**src/hdl/htbd_pkg.sv**
```systemverilog
`timescale 1ns / 1ps
// ----------------------------------------------------------------------------
// htbd_pkg
// Shared types and status codes for the hex text to byte decoder.
// ----------------------------------------------------------------------------
package htbd_pkg;

  // status codes carried on the result channel
  localparam logic [1:0] STAT_RUNNING = 2'd0;
  localparam logic [1:0] STAT_OK      = 2'd1;
  localparam logic [1:0] STAT_INVALID = 2'd2;
  localparam logic [1:0] STAT_EMPTY   = 2'd3;

  typedef struct packed {
    logic [7:0] text_char;
    logic       final_char;
  } htbd_in_t;

  typedef struct packed {
    logic [7:0] data_byte;
    logic       byte_valid;
    logic       run_end;
    logic [1:0] status;
  } htbd_out_t;

endpackage

```
**src/hdl/hex_text_to_byte_decoder.sv**
```systemverilog
`timescale 1ns / 1ps
// ----------------------------------------------------------------------------
// hex_text_to_byte_decoder
// Turns a stream of hex text characters into bytes, with end-of-text status.
// ----------------------------------------------------------------------------
// Flow: a character is registered into the input stage on acceptance; its results
//   are registered into the result buffer, which drives out_*, once it is free.
// Throughput: one character per cycle while out_ready is high; a character that
//   finishes two bytes (only possible on the final character) holds the input
//   stage while the second result drains from the two-entry result buffer.
// Reset: rst_n synchronous, active low; clears both stages and decode state.
module hex_text_to_byte_decoder (
  input  logic                clk,
  input  logic                rst_n,
  input  logic                in_valid,
  output logic                in_ready,
  input  htbd_pkg::htbd_in_t  in_data,
  output logic                out_valid,
  input  logic                out_ready,
  output htbd_pkg::htbd_out_t out_data
);
  import htbd_pkg::*;

  localparam logic [7:0] CH_ZERO = 8'h30;
  localparam logic [7:0] CH_X    = 8'h78;

  // input stage
  logic     s1_valid_r;
  htbd_in_t s1_data_r;
  logic     s1_adv;

  // decode state
  logic [7:0] partial_byte_r, partial_byte_nxt;
  logic       nibble_open_r,  nibble_open_nxt;
  logic       zero_held_r,    zero_held_nxt;
  logic       bad_seen_r,     bad_seen_nxt;
  logic       any_emitted_r,  any_emitted_nxt;

  // result buffer: two slots, head in q0
  htbd_out_t  q0_r, q1_r;
  logic [1:0] cnt_r;
  logic       pop;
  logic       buf_free;

  // step results
  htbd_out_t  r0, r1;
  logic [1:0] r_cnt;

  // decode scratch
  logic [7:0] c;
  logic       fin;
  logic       is_dig, is_hex, is_sep;
  logic [3:0] hex_val;
  logic       p_a, p_b, p_c;
  logic [7:0] v_a, v_b, v_c;
  logic       consumed;
  logic [1:0] st;

  assign pop      = out_valid && out_ready;
  // buffer is empty once this cycle's pop is done
  assign buf_free = (cnt_r == 2'd0) || ((cnt_r == 2'd1) && pop);
  assign s1_adv   = s1_valid_r && buf_free;
  assign in_ready = !s1_valid_r || buf_free;

  assign out_valid = (cnt_r != 2'd0);
  assign out_data  = q0_r;

  // character classes
  always_comb begin
    c       = s1_data_r.text_char;
    fin     = s1_data_r.final_char;
    is_dig  = c inside {[8'h30:8'h39]};
    is_hex  = is_dig || (c inside {[8'h41:8'h46], [8'h61:8'h66]});
    // whitespace or printable punctuation
    is_sep  = c inside {[8'h09:8'h0D], 8'h20, [8'h21:8'h2F], [8'h3A:8'h40],
                        [8'h5B:8'h60], [8'h7B:8'h7E]};
    hex_val = is_dig ? c[3:0] : (c[3:0] + 4'd9);
  end

  // one decode step; up to three byte pushes in order, at most two occur
  always_comb begin
    partial_byte_nxt = partial_byte_r;
    nibble_open_nxt  = nibble_open_r;
    zero_held_nxt    = zero_held_r;
    bad_seen_nxt     = bad_seen_r;
    any_emitted_nxt  = any_emitted_r;
    p_a = 1'b0; p_b = 1'b0; p_c = 1'b0;
    v_a = 8'h00; v_b = 8'h00; v_c = 8'h00;
    consumed = 1'b0;

    if (!bad_seen_r) begin
      // held '0' resolves against this character
      if (zero_held_r) begin
        zero_held_nxt = 1'b0;
        if (c == CH_X) begin
          p_a             = nibble_open_nxt;
          v_a             = partial_byte_nxt;
          nibble_open_nxt = 1'b0;
          consumed        = 1'b1;
        end else if (nibble_open_nxt) begin
          p_a             = 1'b1;
          v_a             = {partial_byte_nxt[3:0], 4'h0};
          nibble_open_nxt = 1'b0;
        end else begin
          partial_byte_nxt = 8'h00;
          nibble_open_nxt  = 1'b1;
        end
      end

      if (!consumed) begin
        if (is_hex) begin
          if ((c == CH_ZERO) && !fin) begin
            zero_held_nxt = 1'b1;
          end else if (nibble_open_nxt) begin
            p_b             = 1'b1;
            v_b             = {partial_byte_nxt[3:0], hex_val};
            nibble_open_nxt = 1'b0;
          end else begin
            partial_byte_nxt = {4'h0, hex_val};
            nibble_open_nxt  = 1'b1;
          end
        end else if (is_sep) begin
          p_b             = nibble_open_nxt;
          v_b             = partial_byte_nxt;
          nibble_open_nxt = 1'b0;
        end else begin
          bad_seen_nxt    = 1'b1;
          nibble_open_nxt = 1'b0;
          zero_held_nxt   = 1'b0;
        end
      end

      // end of text flushes an open nibble
      if (fin && !bad_seen_nxt) begin
        p_c             = nibble_open_nxt;
        v_c             = partial_byte_nxt;
        nibble_open_nxt = 1'b0;
      end
    end

    any_emitted_nxt = any_emitted_nxt || p_a || p_b || p_c;

    if (bad_seen_nxt) begin
      st = STAT_INVALID;
    end else if (any_emitted_nxt) begin
      st = STAT_OK;
    end else begin
      st = STAT_EMPTY;
    end

    r_cnt = {1'b0, p_a} + {1'b0, p_b} + {1'b0, p_c};

    // pack pushes into result slots; a status-only result carries a zero byte
    r0.data_byte  = p_a ? v_a : (p_b ? v_b : (p_c ? v_c : 8'h00));
    r0.byte_valid = (r_cnt != 2'd0);
    r0.run_end    = fin && (r_cnt != 2'd2);
    r0.status     = r0.run_end ? st : STAT_RUNNING;
    r1.data_byte  = (p_a && p_b) ? v_b : v_c;
    r1.byte_valid = 1'b1;
    r1.run_end    = fin;
    r1.status     = fin ? st : STAT_RUNNING;

    // final character always yields at least one result
    if (fin && (r_cnt == 2'd0)) begin
      r_cnt = 2'd1;
    end

    // text ends: back to reset state
    if (fin) begin
      partial_byte_nxt = 8'h00;
      nibble_open_nxt  = 1'b0;
      zero_held_nxt    = 1'b0;
      bad_seen_nxt     = 1'b0;
      any_emitted_nxt  = 1'b0;
    end
  end

  // control registers
  always_ff @(posedge clk) begin
    if (!rst_n) begin
      s1_valid_r     <= 1'b0;
      cnt_r          <= 2'd0;
      partial_byte_r <= 8'h00;
      nibble_open_r  <= 1'b0;
      zero_held_r    <= 1'b0;
      bad_seen_r     <= 1'b0;
      any_emitted_r  <= 1'b0;
    end else begin
      if (in_ready) begin
        s1_valid_r <= in_valid;
      end
      if (s1_adv) begin
        partial_byte_r <= partial_byte_nxt;
        nibble_open_r  <= nibble_open_nxt;
        zero_held_r    <= zero_held_nxt;
        bad_seen_r     <= bad_seen_nxt;
        any_emitted_r  <= any_emitted_nxt;
        cnt_r          <= r_cnt;
      end else if (pop) begin
        cnt_r <= cnt_r - 2'd1;
      end
    end
  end

  // payload registers
  always_ff @(posedge clk) begin
    if (in_valid && in_ready) begin
      s1_data_r <= in_data;
    end
    if (s1_adv) begin
      q0_r <= r0;
      q1_r <= r1;
    end else if (pop) begin
      q0_r <= q1_r;
    end
  end

`ifndef ASSERT_OFF
  a_cnt_range: assert property (@(posedge clk) disable iff (!rst_n)
    cnt_r != 2'd3)
    else $error("result buffer count out of range");

  a_bad_clears: assert property (@(posedge clk) disable iff (!rst_n)
    bad_seen_r |-> (!nibble_open_r && !zero_held_r))
    else $error("nibble or held zero live after invalid character");

  a_final_resets: assert property (@(posedge clk) disable iff (!rst_n)
    (s1_adv && s1_data_r.final_char) |=>
      (!bad_seen_r && !nibble_open_r && !zero_held_r && !any_emitted_r))
    else $error("decode state not cleared after end of text");

  a_final_result: assert property (@(posedge clk) disable iff (!rst_n)
    (s1_adv && s1_data_r.final_char) |=> (cnt_r != 2'd0))
    else $error("end of text gave no result");

  a_stall_held: assert property (@(posedge clk) disable iff (!rst_n)
    !in_ready |-> (s1_valid_r && !buf_free))
    else $error("input stalled while buffer free");
`endif

endmodule
```
**config.mk**
```make
export PLATFORM = sky130hd
export DESIGN_NAME = hex_text_to_byte_decoder
export DESIGN_NICKNAME = d
export VERILOG_FILES = /design/src/hdl/htbd_pkg.sv /design/src/hdl/hex_text_to_byte_decoder.sv
export SDC_FILE = /design/constraint.sdc
export NUM_CORES = 1
export LEC_CHECK = 0
export ABC_CLOCK_PERIOD_IN_PS = 4100
export BUFFER_PORTS_ARGS = -buffer_cell sky130_fd_sc_hd__buf_2
export CORE_MARGIN = 10
export CORE_UTILIZATION = 50
export CTS_CLUSTER_DIAMETER = 60
export DETAILED_ROUTE_END_ITERATION = 8
export GPL_TIMING_DRIVEN = 0
export PLACE_DENSITY_LB_ADDON = 0.05
export SETUP_SLACK_MARGIN = 0.5
export SYNTH_ARGS = -nofsm -noshare
export SYNTH_HDL_FRONTEND = slang
export SYNTH_SLANG_ARGS = --single-unit
```
**constraint.sdc**
```tcl
create_clock -name clk -period 4.1 [get_ports clk]
set_input_delay 1.23 -clock clk [delete_from_list [all_inputs] [get_ports clk]]
set_output_delay 1.23 -clock clk [all_outputs]
set_load 0.1 [all_outputs]
```
Yosys cells after proc, flatten, opt, wreduce, memory -nomap -nowiden --
Cells that the tools add are included.
Operators by class: add/subtract/negate cells 4, $lt $le $gt $ge 16, equality and inequality tests 6, muxes and demuxes 72, reductions and logical operators 34
Operators with widths (number):
- two-way mux 8 bit | 25
- less-or-equal comparator 8 x 7 -> 1 bit, second input constant | 5
- two-way mux 1 bit | 38
- greater-or-equal comparator 8 x 7 -> 1 bit, second input constant | 4
- greater-or-equal comparator 8 x 6 -> 1 bit, second input constant | 3
- two-way mux 12 bit | 2
- logical AND 1 bit | 17
- equality test 8 x 6 -> 1 bit, second input constant | 2
- less-or-equal comparator 8 x 6 -> 1 bit, second input constant | 2
- two-way mux 2 bit | 6
- equality test 8 x 7 -> 1 bit, second input constant | 1
- greater-or-equal comparator 8 x 4 -> 1 bit, second input constant | 1
- less-or-equal comparator 8 x 4 -> 1 bit, second input constant | 1
- nonzero test 2 bit | 4
- logical OR 1 bit | 6
- nonzero test 6 bit | 1
- adder 4 bit, second input constant | 1
- logical NOT 2 bit | 2
- two-way mux 4 bit | 1
- inequality test 2 bit, second input constant | 2
- logical NOT 1 bit | 3
- adder 1 x 1 -> 2 bit | 1
- adder 2 x 1 -> 2 bit | 1
- equality test 2 x 1 -> 1 bit, second input constant | 1
- other kinds (2) | 2
Storage, ports and cells: bits in registers 47, output and inout port bits 14, logic and storage cells 148

Depth between registers and ports, before layout --
Gate-level depths: netlist of the first run.
word-level depth 16, depth in mapped cells 14, gate-level depth less buffers 14

Worst setup path after synthesis of the first run --
OpenSTA, ideal clock, no wires.
path type input-to-output, start input port out_ready, end output port in_ready, data arrival time 1986 ps, slack 884 ps, stages on the path 2, buffers on the path 0, path through a21oi_1 nand2_1
Between the ends: word-level cells in the longest chain between the ends 4
RTL lines:
- start: declaration | RTL line hex_text_to_byte_decoder.sv:19 | input logic out_ready,
- logical AND 1 bit | RTL line hex_text_to_byte_decoder.sv:59 | assign pop = out_valid && out_ready;
- logical AND 1 bit | RTL line hex_text_to_byte_decoder.sv:61 | assign buf_free = (cnt_r == 2'd0) || ((cnt_r == 2'd1) && pop);
- logical OR 1 bit | RTL line hex_text_to_byte_decoder.sv:61
- logical OR 1 bit | RTL line hex_text_to_byte_decoder.sv:63 | assign in_ready = !s1_valid_r || buf_free;
- end: declaration | RTL line hex_text_to_byte_decoder.sv:16 | output logic in_ready,
Every way passes these cells.

Final worst setup path of the first run --
start register s1_data_r, in the netlist c[1], end register q0_r, in the netlist out_data[0], data pin
Between the ends: word-level cells in the longest chain between the ends 16, elaborated cells on any way between the ends 66, those cells by class add/sub: 2; order compare: 16; eq/ne: 4; mux: 29; reduce/logical: 15
RTL lines:
- start: declaration | RTL line hex_text_to_byte_decoder.sv:29 | htbd_in_t s1_data_r;
- start signal: assignment | RTL line hex_text_to_byte_decoder.sv:208 | s1_data_r <= in_data;
- greater-or-equal comparator 8 x 4 -> 1 bit, or another cell as far along | RTL line hex_text_to_byte_decoder.sv:75 | is_sep = c inside {[8'h09:8'h0D], 8'h20, [8'h21:8'h2F], [8'h3A:8'h40],
- logical AND 1 bit, on equally long branches | RTL line hex_text_to_byte_decoder.sv:75, hex_text_to_byte_decoder.sv:73
- nonzero test 6 bit / nonzero test 2 bit (equally long branches) | RTL line hex_text_to_byte_decoder.sv:75, hex_text_to_byte_decoder.sv:73
- two-way mux 1 bit / logical OR 1 bit (equally long branches) | RTL line hex_text_to_byte_decoder.sv:122, hex_text_to_byte_decoder.sv:73
- two-way mux 1 bit | RTL line hex_text_to_byte_decoder.sv:111 | if (is_hex) begin
- two-way mux 1 bit | RTL line hex_text_to_byte_decoder.sv:110 | if (!consumed) begin
- two-way mux 1 bit | RTL line hex_text_to_byte_decoder.sv:91 | if (!bad_seen_r) begin
- logical NOT 1 bit | RTL line hex_text_to_byte_decoder.sv:134 | if (fin && !bad_seen_nxt) begin
- logical AND 1 bit | RTL line hex_text_to_byte_decoder.sv:134
- two-way mux 1 bit | RTL line hex_text_to_byte_decoder.sv:134
- two-way mux 1 bit | RTL line hex_text_to_byte_decoder.sv:91
- adder 2 x 1 -> 2 bit | RTL line hex_text_to_byte_decoder.sv:151 | r_cnt = {1'b0, p_a} + {1'b0, p_b} + {1'b0, p_c};
- inequality test 2 bit | RTL line hex_text_to_byte_decoder.sv:156 | r0.run_end = fin && (r_cnt != 2'd2);
- logical AND 1 bit | RTL line hex_text_to_byte_decoder.sv:156
- two-way mux 2 bit * | RTL line hex_text_to_byte_decoder.sv:157 | r0.status = r0.run_end ? st : STAT_RUNNING;
- two-way mux 12 bit * | RTL line hex_text_to_byte_decoder.sv:210 | if (s1_adv) begin
- end signal: assignment | RTL line hex_text_to_byte_decoder.sv:211 | q0_r <= r0;
- end signal: assignment | RTL line hex_text_to_byte_decoder.sv:214 | q0_r <= q1_r;
- end: declaration | RTL line hex_text_to_byte_decoder.sv:40 | htbd_out_t q0_r, q1_r;
Mark *: on every way between the ends. The rest lies on a longest branch, timed or not. The select of a mux whose other input is x is not followed. A chain may end at the register's enable or synchronous reset.

==> results of run 1 <==
[power by group]
| group | switching (mW) | internal [mW] | total [mW] |
|---|---|---|---|
| Sequential | 0.0281 | 0.603 | 0.631 |
| Clock | 0.155 | 0.182 | 0.337 |
| Combinational | 0.516 | 0.131 | 0.647 |
| Total | 0.699 | 0.916 | 1.61 |
[state kept, by name, indices dropped and copies added (netlist names)]
register,flops
nibble_open_r,1
zero_held_r,1
out_data,12
s1_valid_r,1
partial_byte_r,8
cnt_r,2
q1_r,11
c,8
bad_seen_r,1
fin,1
any_emitted_r,1
[layout make-up]
class	count	area share [%]
buffer	14	2.66
clock buffer	6	2.27
clock inverter	2	1.17
inverter	15	1.76
multi-input combinational	208	44.7
sequential	47	39.4
tap	72	2.81
timing repair buffer	31	5.24
[worst max path at each step]
stage / slack, ns / cells past startpoint / start / to
2_1_floorplan: 0.88 / 2 / out_ready / in_ready
3_3_place_gp: 0.48 / 8 / out_ready / out_data[3]
3_5_place_dp: 0.49 / 8 / out_ready / out_data[3]
4_1_cts: 0.55 / 13 / c[1] / out_data[0]
5_1_grt: 0.46 / 13 / c[1] / out_data[0]
6_report: 0.61 / 13 / c[1] / out_data[0]
[per-layer routing]
layer  vias to the layer above  part of all wire (%)  wire length [um]
met5                         -                     0                 0
li1                       1140                     -                 -
met3                        13                   5.3               349
met4                         0                   1.4                91
met1                      1083                    46              3000
met2                        64                    48              3120
[worst reg2reg max path, stage by stage (launching register included)]
cell and delay [ns]:
sky130_fd_sc_hd__edfxtp_1 0.44, sky130_fd_sc_hd__inv_1 0.10, sky130_fd_sc_hd__ha_1 0.24, sky130_fd_sc_hd__nand2b_2 0.21, sky130_fd_sc_hd__o32ai_1 0.10, sky130_fd_sc_hd__or4b_1 0.57
sky130_fd_sc_hd__a31oi_1 0.22, sky130_fd_sc_hd__o21a_2 0.27, sky130_fd_sc_hd__inv_2 0.11, sky130_fd_sc_hd__fa_1 0.57, sky130_fd_sc_hd__nand2b_1 0.07, sky130_fd_sc_hd__nand3_1 0.12
sky130_fd_sc_hd__inv_1 0.06, sky130_fd_sc_hd__a22o_1 0.19
[per-stage QoR]
step	instance area, um2	hold slack, ns	util (%)	setup slack (ns)
floorplan	2820	0.424	-	0.884
global placement	3040	0.436	55.3	0.485
detailed placement	3040	0.437	55.3	0.487
CTS	3150	0.460	57.3	0.554
global route	3200	0.478	58.1	0.457
finish	3200	0.458	58.1	0.608
[cells in the final DEF (no fill, tap or decap), types with 3 or more instances in the layout]
master	netlist	final
sky130_fd_sc_hd__nand2_1	32	32
sky130_fd_sc_hd__edfxtp_1	32	32
sky130_fd_sc_hd__buf_2	2	28
sky130_fd_sc_hd__nand3_1	22	22
sky130_fd_sc_hd__dfxtp_1	15	15
sky130_fd_sc_hd__a21oi_1	14	14
sky130_fd_sc_hd__o21ai_0	14	14
sky130_fd_sc_hd__inv_1	13	13
sky130_fd_sc_hd__nor2_1	11	11
sky130_fd_sc_hd__clkbuf_1	8	9
sky130_fd_sc_hd__and2_1	9	9
sky130_fd_sc_hd__mux2i_1	7	7
sky130_fd_sc_hd__nand2b_1	6	6
sky130_fd_sc_hd__nor2b_1	6	6
sky130_fd_sc_hd__nor3_1	6	6
sky130_fd_sc_hd__ha_1	6	6
sky130_fd_sc_hd__clkbuf_8	0	5
sky130_fd_sc_hd__buf_4	0	5
sky130_fd_sc_hd__buf_6	4	4
sky130_fd_sc_hd__o211ai_1	4	4
sky130_fd_sc_hd__and3_1	4	4
sky130_fd_sc_hd__o311a_1	4	4
sky130_fd_sc_hd__a31oi_1	3	3
sky130_fd_sc_hd__or4_1	3	3
sky130_fd_sc_hd__a32o_1	3	3
sky130_fd_sc_hd__nor4b_1	3	3
sky130_fd_sc_hd__o32a_1	3	3
[cells by family (layout without fill, tap and decap cells)]
logic type,after synthesis,after routing,synth area share [%]
AO/OA/AOI/OAI,71,71,18.5
XOR/XNOR,3,3,0.931
adder cells (fa/ha/maj),7,7,3.37
buffers and inverters,29,68,5.01
flip-flops,47,47,44.7
multiplexers,8,8,3.01
AND/OR/NAND/NOR,119,119,24.5
[what timing repair did]
item	in CTS	in global routing
resized for setup	0	1
setup buffers	0	5
endpoints found under the setup margin	0	1
==> run metrics, run 1 <==
status=completed; area of the multi-input gates=1430 um2; Remaining Overflow, GRT=0; Post-CTS Hold Buffers=0; number of antenna violations at the first check in global routing=0; number of global-route vias before repair=2,212; antenna violation net count after detailed routing=0; kind of cell with the highest combined delay on the critical path=simple AND/OR/NAND/NOR gates; warnings from Yosys=0; drt wl/cell=16.6 um; P per Cell Area=504 nW/um2; critical path start-end classification=reg2reg; hold path startpoint=fin; post-detail-place hpwl=4.84 mm; flops & latches, synth=47; post-synthesis instance total=284; routed vias=2,300; buffers added on ports=26; largest fanout on the critical path=7; Hold Violations, Final=0; maximum level of the CTS H-tree=2; data required time of the worst path=4.17 ns; number of nets in the synthesized netlist=304; growth of design area from synthesis to finish=13.3%; core area=5510 um2; number of violations of the max-capacitance limit=0; Sinks on Clock Net=47; Die ar.=9050 um2; number of cells traversed by the worst register-to-register path=13; worst flop-to-flop path endpoint=out_data[0]; CTS clk-pin slew, worst paths=0.09 ns; data arrival time of the critical path=3.56 ns; clock latency on the worst-skew pair=0.30 ns; end point of the most critical hold path=q1_r[2]; maximum single-stage delay on the critical path=0.57 ns; type of the tightest min-delay check=reg2reg; remaining max-slew budget at the tightest pin=33.4%; internal reg-to-reg setup slack=0.61 ns; Row Count=27; filler-free cell count of the finished design=395; setup TNS=0 ns; number of remaining DRC errors=0; Achievable Freq=286 MHz; combined area of all synthesized cells=2820 um2; initial detailed-routing violation count=132; clock tree from TritonCTS=done; Worst path slowest cell=sky130_fd_sc_hd__or4b_1; Layout Nets=342; commonest cells in the netlist=sky130_fd_sc_hd__edfxtp_1 (32), sky130_fd_sc_hd__nand2_1 (32), sky130_fd_sc_hd__nand3_1 (22), sky130_fd_sc_hd__dfxtp_1 (15); Total GRT Usage=14.8%; slew at the pin closest to its max-slew limit=0.999 ns; weighted congestion reported at the end of routability-driven placement=0.853; final slew viol count=0; number of synthesized flops with an enable pin=32; Yosys top cell by area=sky130_fd_sc_hd__edfxtp_1; area share of the largest cell type after synthesis=34.0%; Post-synth ARST share=0%; Worst setup EP type=register; GR peak layer=met2; Top Ports=27; met3 usage in global routing=2.59%; clock buffer count from CTS=5; effective utilization at floorplan=51.3%; Total Routed Length=6.56 mm; number of buffer and inverter instances along the worst setup path=3; DR pass1 iterations=4; number of inserted diodes=0; met1 layer usage reported by global route=19.1%; final worst-path cycle share=85.2%; horizontal extent of the die=95.2 um; area taken by flip-flops and latches=1260 um2; synth top area cells=sky130_fd_sc_hd__edfxtp_1 (34%), sky130_fd_sc_hd__dfxtp_1 (11%), sky130_fd_sc_hd__nand2_1 (4.3%); worst hold path depth=0; Final Power=1.61 mW; static power due to leakage=1.12 nW; setup repair after global routing missed its margin=no; largest buffer count on any clock path=2; global routing met2 resource utilization=24.3%; number of vias per cell=5.82; distinct cell type count after synthesis=66; Worst Skew=0.0133 ns; largest vdd supply drop=0.537 mV; global-route wire length before repair=10.9 mm; Vert. Die Dim=95.2 um; post-layout minimum cycle time=3.49 ns; Setup violations, final=0; fillcell total=484; Main synth FF type=sky130_fd_sc_hd__edfxtp_1; number of cells after detailed placement=382; sequential share of the synthesized area=44.7%; CP dominant cell by count=sky130_fd_sc_hd__inv_1; pin count of the biggest net entering global routing=21; critical path startpoint category=register; synthesized area divided by synthesized cell count=9.94 um2; worst path cell trace=inv_1 > ha_1 > nand2b_2 > o32ai_1 > or4b_1 > a31oi_1 > o21a_2 > inv_2 > fa_1 > nand2b_1 > nand3_1 > inv_1 > a22o_1; Reg2Reg Launch Point=c[1]; library cell used as clock root buffer=sky130_fd_sc_hd__clkbuf_8; fraction of final layout cells with drive strength greater than 1=18.9%
Power figures use the tool's default switching activity.
==> run 2, diff against run 1 <==
--- a/config.mk
+++ b/config.mk
@@ -9,6 +9,7 @@
 export BUFFER_PORTS_ARGS = -buffer_cell sky130_fd_sc_hd__buf_2
 export CORE_MARGIN = 10
 export CORE_UTILIZATION = 50
+export CTS_BUF_LIST = sky130_fd_sc_hd__clkbuf_4
 export CTS_CLUSTER_DIAMETER = 60
 export DETAILED_ROUTE_END_ITERATION = 8
 export GPL_TIMING_DRIVEN = 0
==> run metrics, run 2 (synthesis results as in run 1) <==
DR pass1 iterations=4 (unchanged); number of inserted diodes=0 (unchanged); Setup violations, final=0 (unchanged); fillcell total=483 (-0.21%); library cell used as clock root buffer=sky130_fd_sc_hd__clkbuf_4; setup repair after global routing missed its margin=no; clock buffer count from CTS=5 (unchanged); instance area after placement=3040 um2 (unchanged); Worst Skew=0.0235 ns (+0.0102 ns); flip-flop count of the largest register after layout=12 (unchanged); launch point of the worst path=c[1]; status=completed; number of global-route vias before repair=2,222 (+0.45%); effective utilization at floorplan=51.3% (unchanged); Sinks on Clock Net=47 (unchanged); critical path start-end classification=reg2reg; horizontal extent of the die=95.2 um (unchanged); number of violations of the max-capacitance limit=0 (unchanged); number of antenna violations at the first check in global routing=0 (unchanged); post-detail-place hpwl=4.84 mm (unchanged); slew at the pin closest to its max-slew limit=1.00 ns (+0.00220 ns); post-layout minimum cycle time=3.46 ns (-0.0340 ns); fraction of power spent switching nets=44.3% (+1.0 points); Post-CTS Hold Buffers=0 (unchanged); remaining max-slew budget at the tightest pin=33.3% (-0.15 points); Total Routed Length=6.43 mm (-2.1%); initial detailed-routing violation count=180 (+36%); number of cells traversed by the worst register-to-register path=13 (unchanged); clock tree from TritonCTS=done; Top Ports=27 (unchanged); internal power consumption=0.869 mW (-5.1%); Achievable Freq=289 MHz (+0.98%); worst hold path depth=0 (unchanged); final worst-path cycle share=84.3% (-0.83 points); type of the tightest min-delay check=reg2reg; Layout Nets=342 (unchanged); final slew viol count=0 (unchanged); Final Hold Slack=0.472 ns (+0.0134 ns); setup TNS=0 ns (unchanged); data arrival time of the critical path=3.61 ns (+0.05 ns); Die ar.=9050 um2 (unchanged); fraction of final layout cells with drive strength greater than 1=19.2% (+0.31 points); Vert. Die Dim=95.2 um (unchanged); Total GRT Usage=14.9% (+0.033 points); P per Cell Area=492 nW/um2 (-2.6%); maximum level of the CTS H-tree=2 (unchanged); top library cells by usage in the layout, fill and taps aside=sky130_fd_sc_hd__nand2_1 (32), sky130_fd_sc_hd__edfxtp_1 (32), sky130_fd_sc_hd__buf_2 (28); termination of the worst setup path=out_data[0]; weighted congestion reported at the end of routability-driven placement=0.853 (unchanged); largest vdd supply drop=0.555 mV (+3.4%); critical path startpoint category=register; Hold Violations, Final=0 (unchanged); global-route wire length before repair=10.9 mm (-0.13%); Clk network pwr share=18.2% (-2.6 points); pin count of the biggest net entering global routing=21 (unchanged); drt wl/cell=16.3 um (-2.1%); internal reg-to-reg setup slack=0.64 ns (+0.03 ns); number of vias per cell=5.79 (-0.48%); number of remaining DRC errors=0 (unchanged); Reg2Reg Launch Point=c[1]; largest fanout on the critical path=7 (unchanged); largest buffer count on any clock path=2 (unchanged); fraction of power consumed by sequential logic=40.4% (+1.3 points); routed vias=2,289 (-0.48%); Worst setup EP type=register; CTS clk-pin slew, worst paths=0.14 ns (+0.05 ns); Row Count=27 (unchanged); clock latency on the worst-skew pair=0.37 ns (+0.07 ns); static power due to leakage=1.11 nW (-0.85%); antenna violation net count after detailed routing=0 (unchanged); final standard cell area without fillers=3170 um2 (-0.86%); part of the power in combinational logic=41.4% (+1.3 points); growth of design area from synthesis to finish=12.4%; core area=5510 um2 (unchanged); worst flop-to-flop path endpoint=out_data[0]; net switching power=0.691 mW (-1.1%); Remaining Overflow, GRT=0 (unchanged); data required time of the worst path=4.25 ns (+0.08 ns); buffers added on ports=26 (unchanged)
[run 2: cell type report]
class | instances | area [um2] | area share, %
Multi-Input combinational cell | 208 | 1430 | 45.1
Timing Repair Buffer | 31 | 168 | 5.28
Inverter | 15 | 56.3 | 1.77
Buffer | 14 | 85.1 | 2.68
Tap cell | 72 | 90.1 | 2.84
Clock inverter | 2 | 37.5 | 1.18
Clock buffer | 6 | 45.0 | 1.42
Sequential cell | 47 | 1260 | 39.7
[run 2: metrics by stage]
step                      instances  setup WS [ns]  util, %  power, mW
after floorplan                 284          0.884        -       1.17
after global placement          382          0.485     55.3       1.28
after detailed placement        382          0.487     55.3       1.29
after CTS                       390          0.563     56.8       1.57
after global routing            395          0.468     57.6       1.64
final                           395          0.642     57.6       1.56
[run 2: layer usage]
| metal | up-vias | global-route usage [%] | share of wire [%] |
|---|---|---|---|
| met1 | 1076 | 19.2 | 45 |
| li1 | 1141 | - | - |
| met4 | 0 | 4.49 | 1.1 |
| met5 | - | 0 | 0 |
| met2 | 65 | 24.0 | 48 |
| met3 | 7 | 3.53 | 5.9 |
[run 2: worst min path at each step]
stage	startpoint	endpoint	slack, ns
after floorplan	fin	q1_r[2]	0.42
after global placement	fin	q1_r[2]	0.44
after detailed placement	fin	q1_r[2]	0.44
after CTS	fin	q1_r[2]	0.47
after global routing	fin	q1_r[2]	0.49
final	fin	q1_r[2]	0.47
[run 2: timing repair]
item                       4_1_cts  5_1_grt
hold endpoints to repair         0        0
resized for setup                0        1
setup endpoints to repair        0        1
buffers inserted                 0        5
[run 2: critical path, cell delays in order, from the launching register on]
cell and delay (ns):
sky130_fd_sc_hd__edfxtp_1 0.45, sky130_fd_sc_hd__inv_1 0.10, sky130_fd_sc_hd__ha_1 0.24, sky130_fd_sc_hd__nand2b_2 0.21
sky130_fd_sc_hd__o32ai_1 0.10, sky130_fd_sc_hd__or4b_1 0.57, sky130_fd_sc_hd__a31oi_1 0.22, sky130_fd_sc_hd__o21a_2 0.26
sky130_fd_sc_hd__inv_2 0.10, sky130_fd_sc_hd__fa_1 0.57, sky130_fd_sc_hd__nand2b_1 0.07, sky130_fd_sc_hd__nand3_1 0.12
sky130_fd_sc_hd__inv_1 0.06, sky130_fd_sc_hd__a22o_1 0.19
[run 2: power by group through the flow]
stage / clock network [mW] / registers [mW] / logic, mW
6_report: 0.284 / 0.631 / 0.645
5_1_grt: 0.308 / 0.640 / 0.693
4_1_cts: 0.293 / 0.633 / 0.643
3_5_place_dp: 0 / 0.645 / 0.641
3_3_place_gp: 0 / 0.641 / 0.639
2_1_floorplan: 0 / 0.899 / 0.270
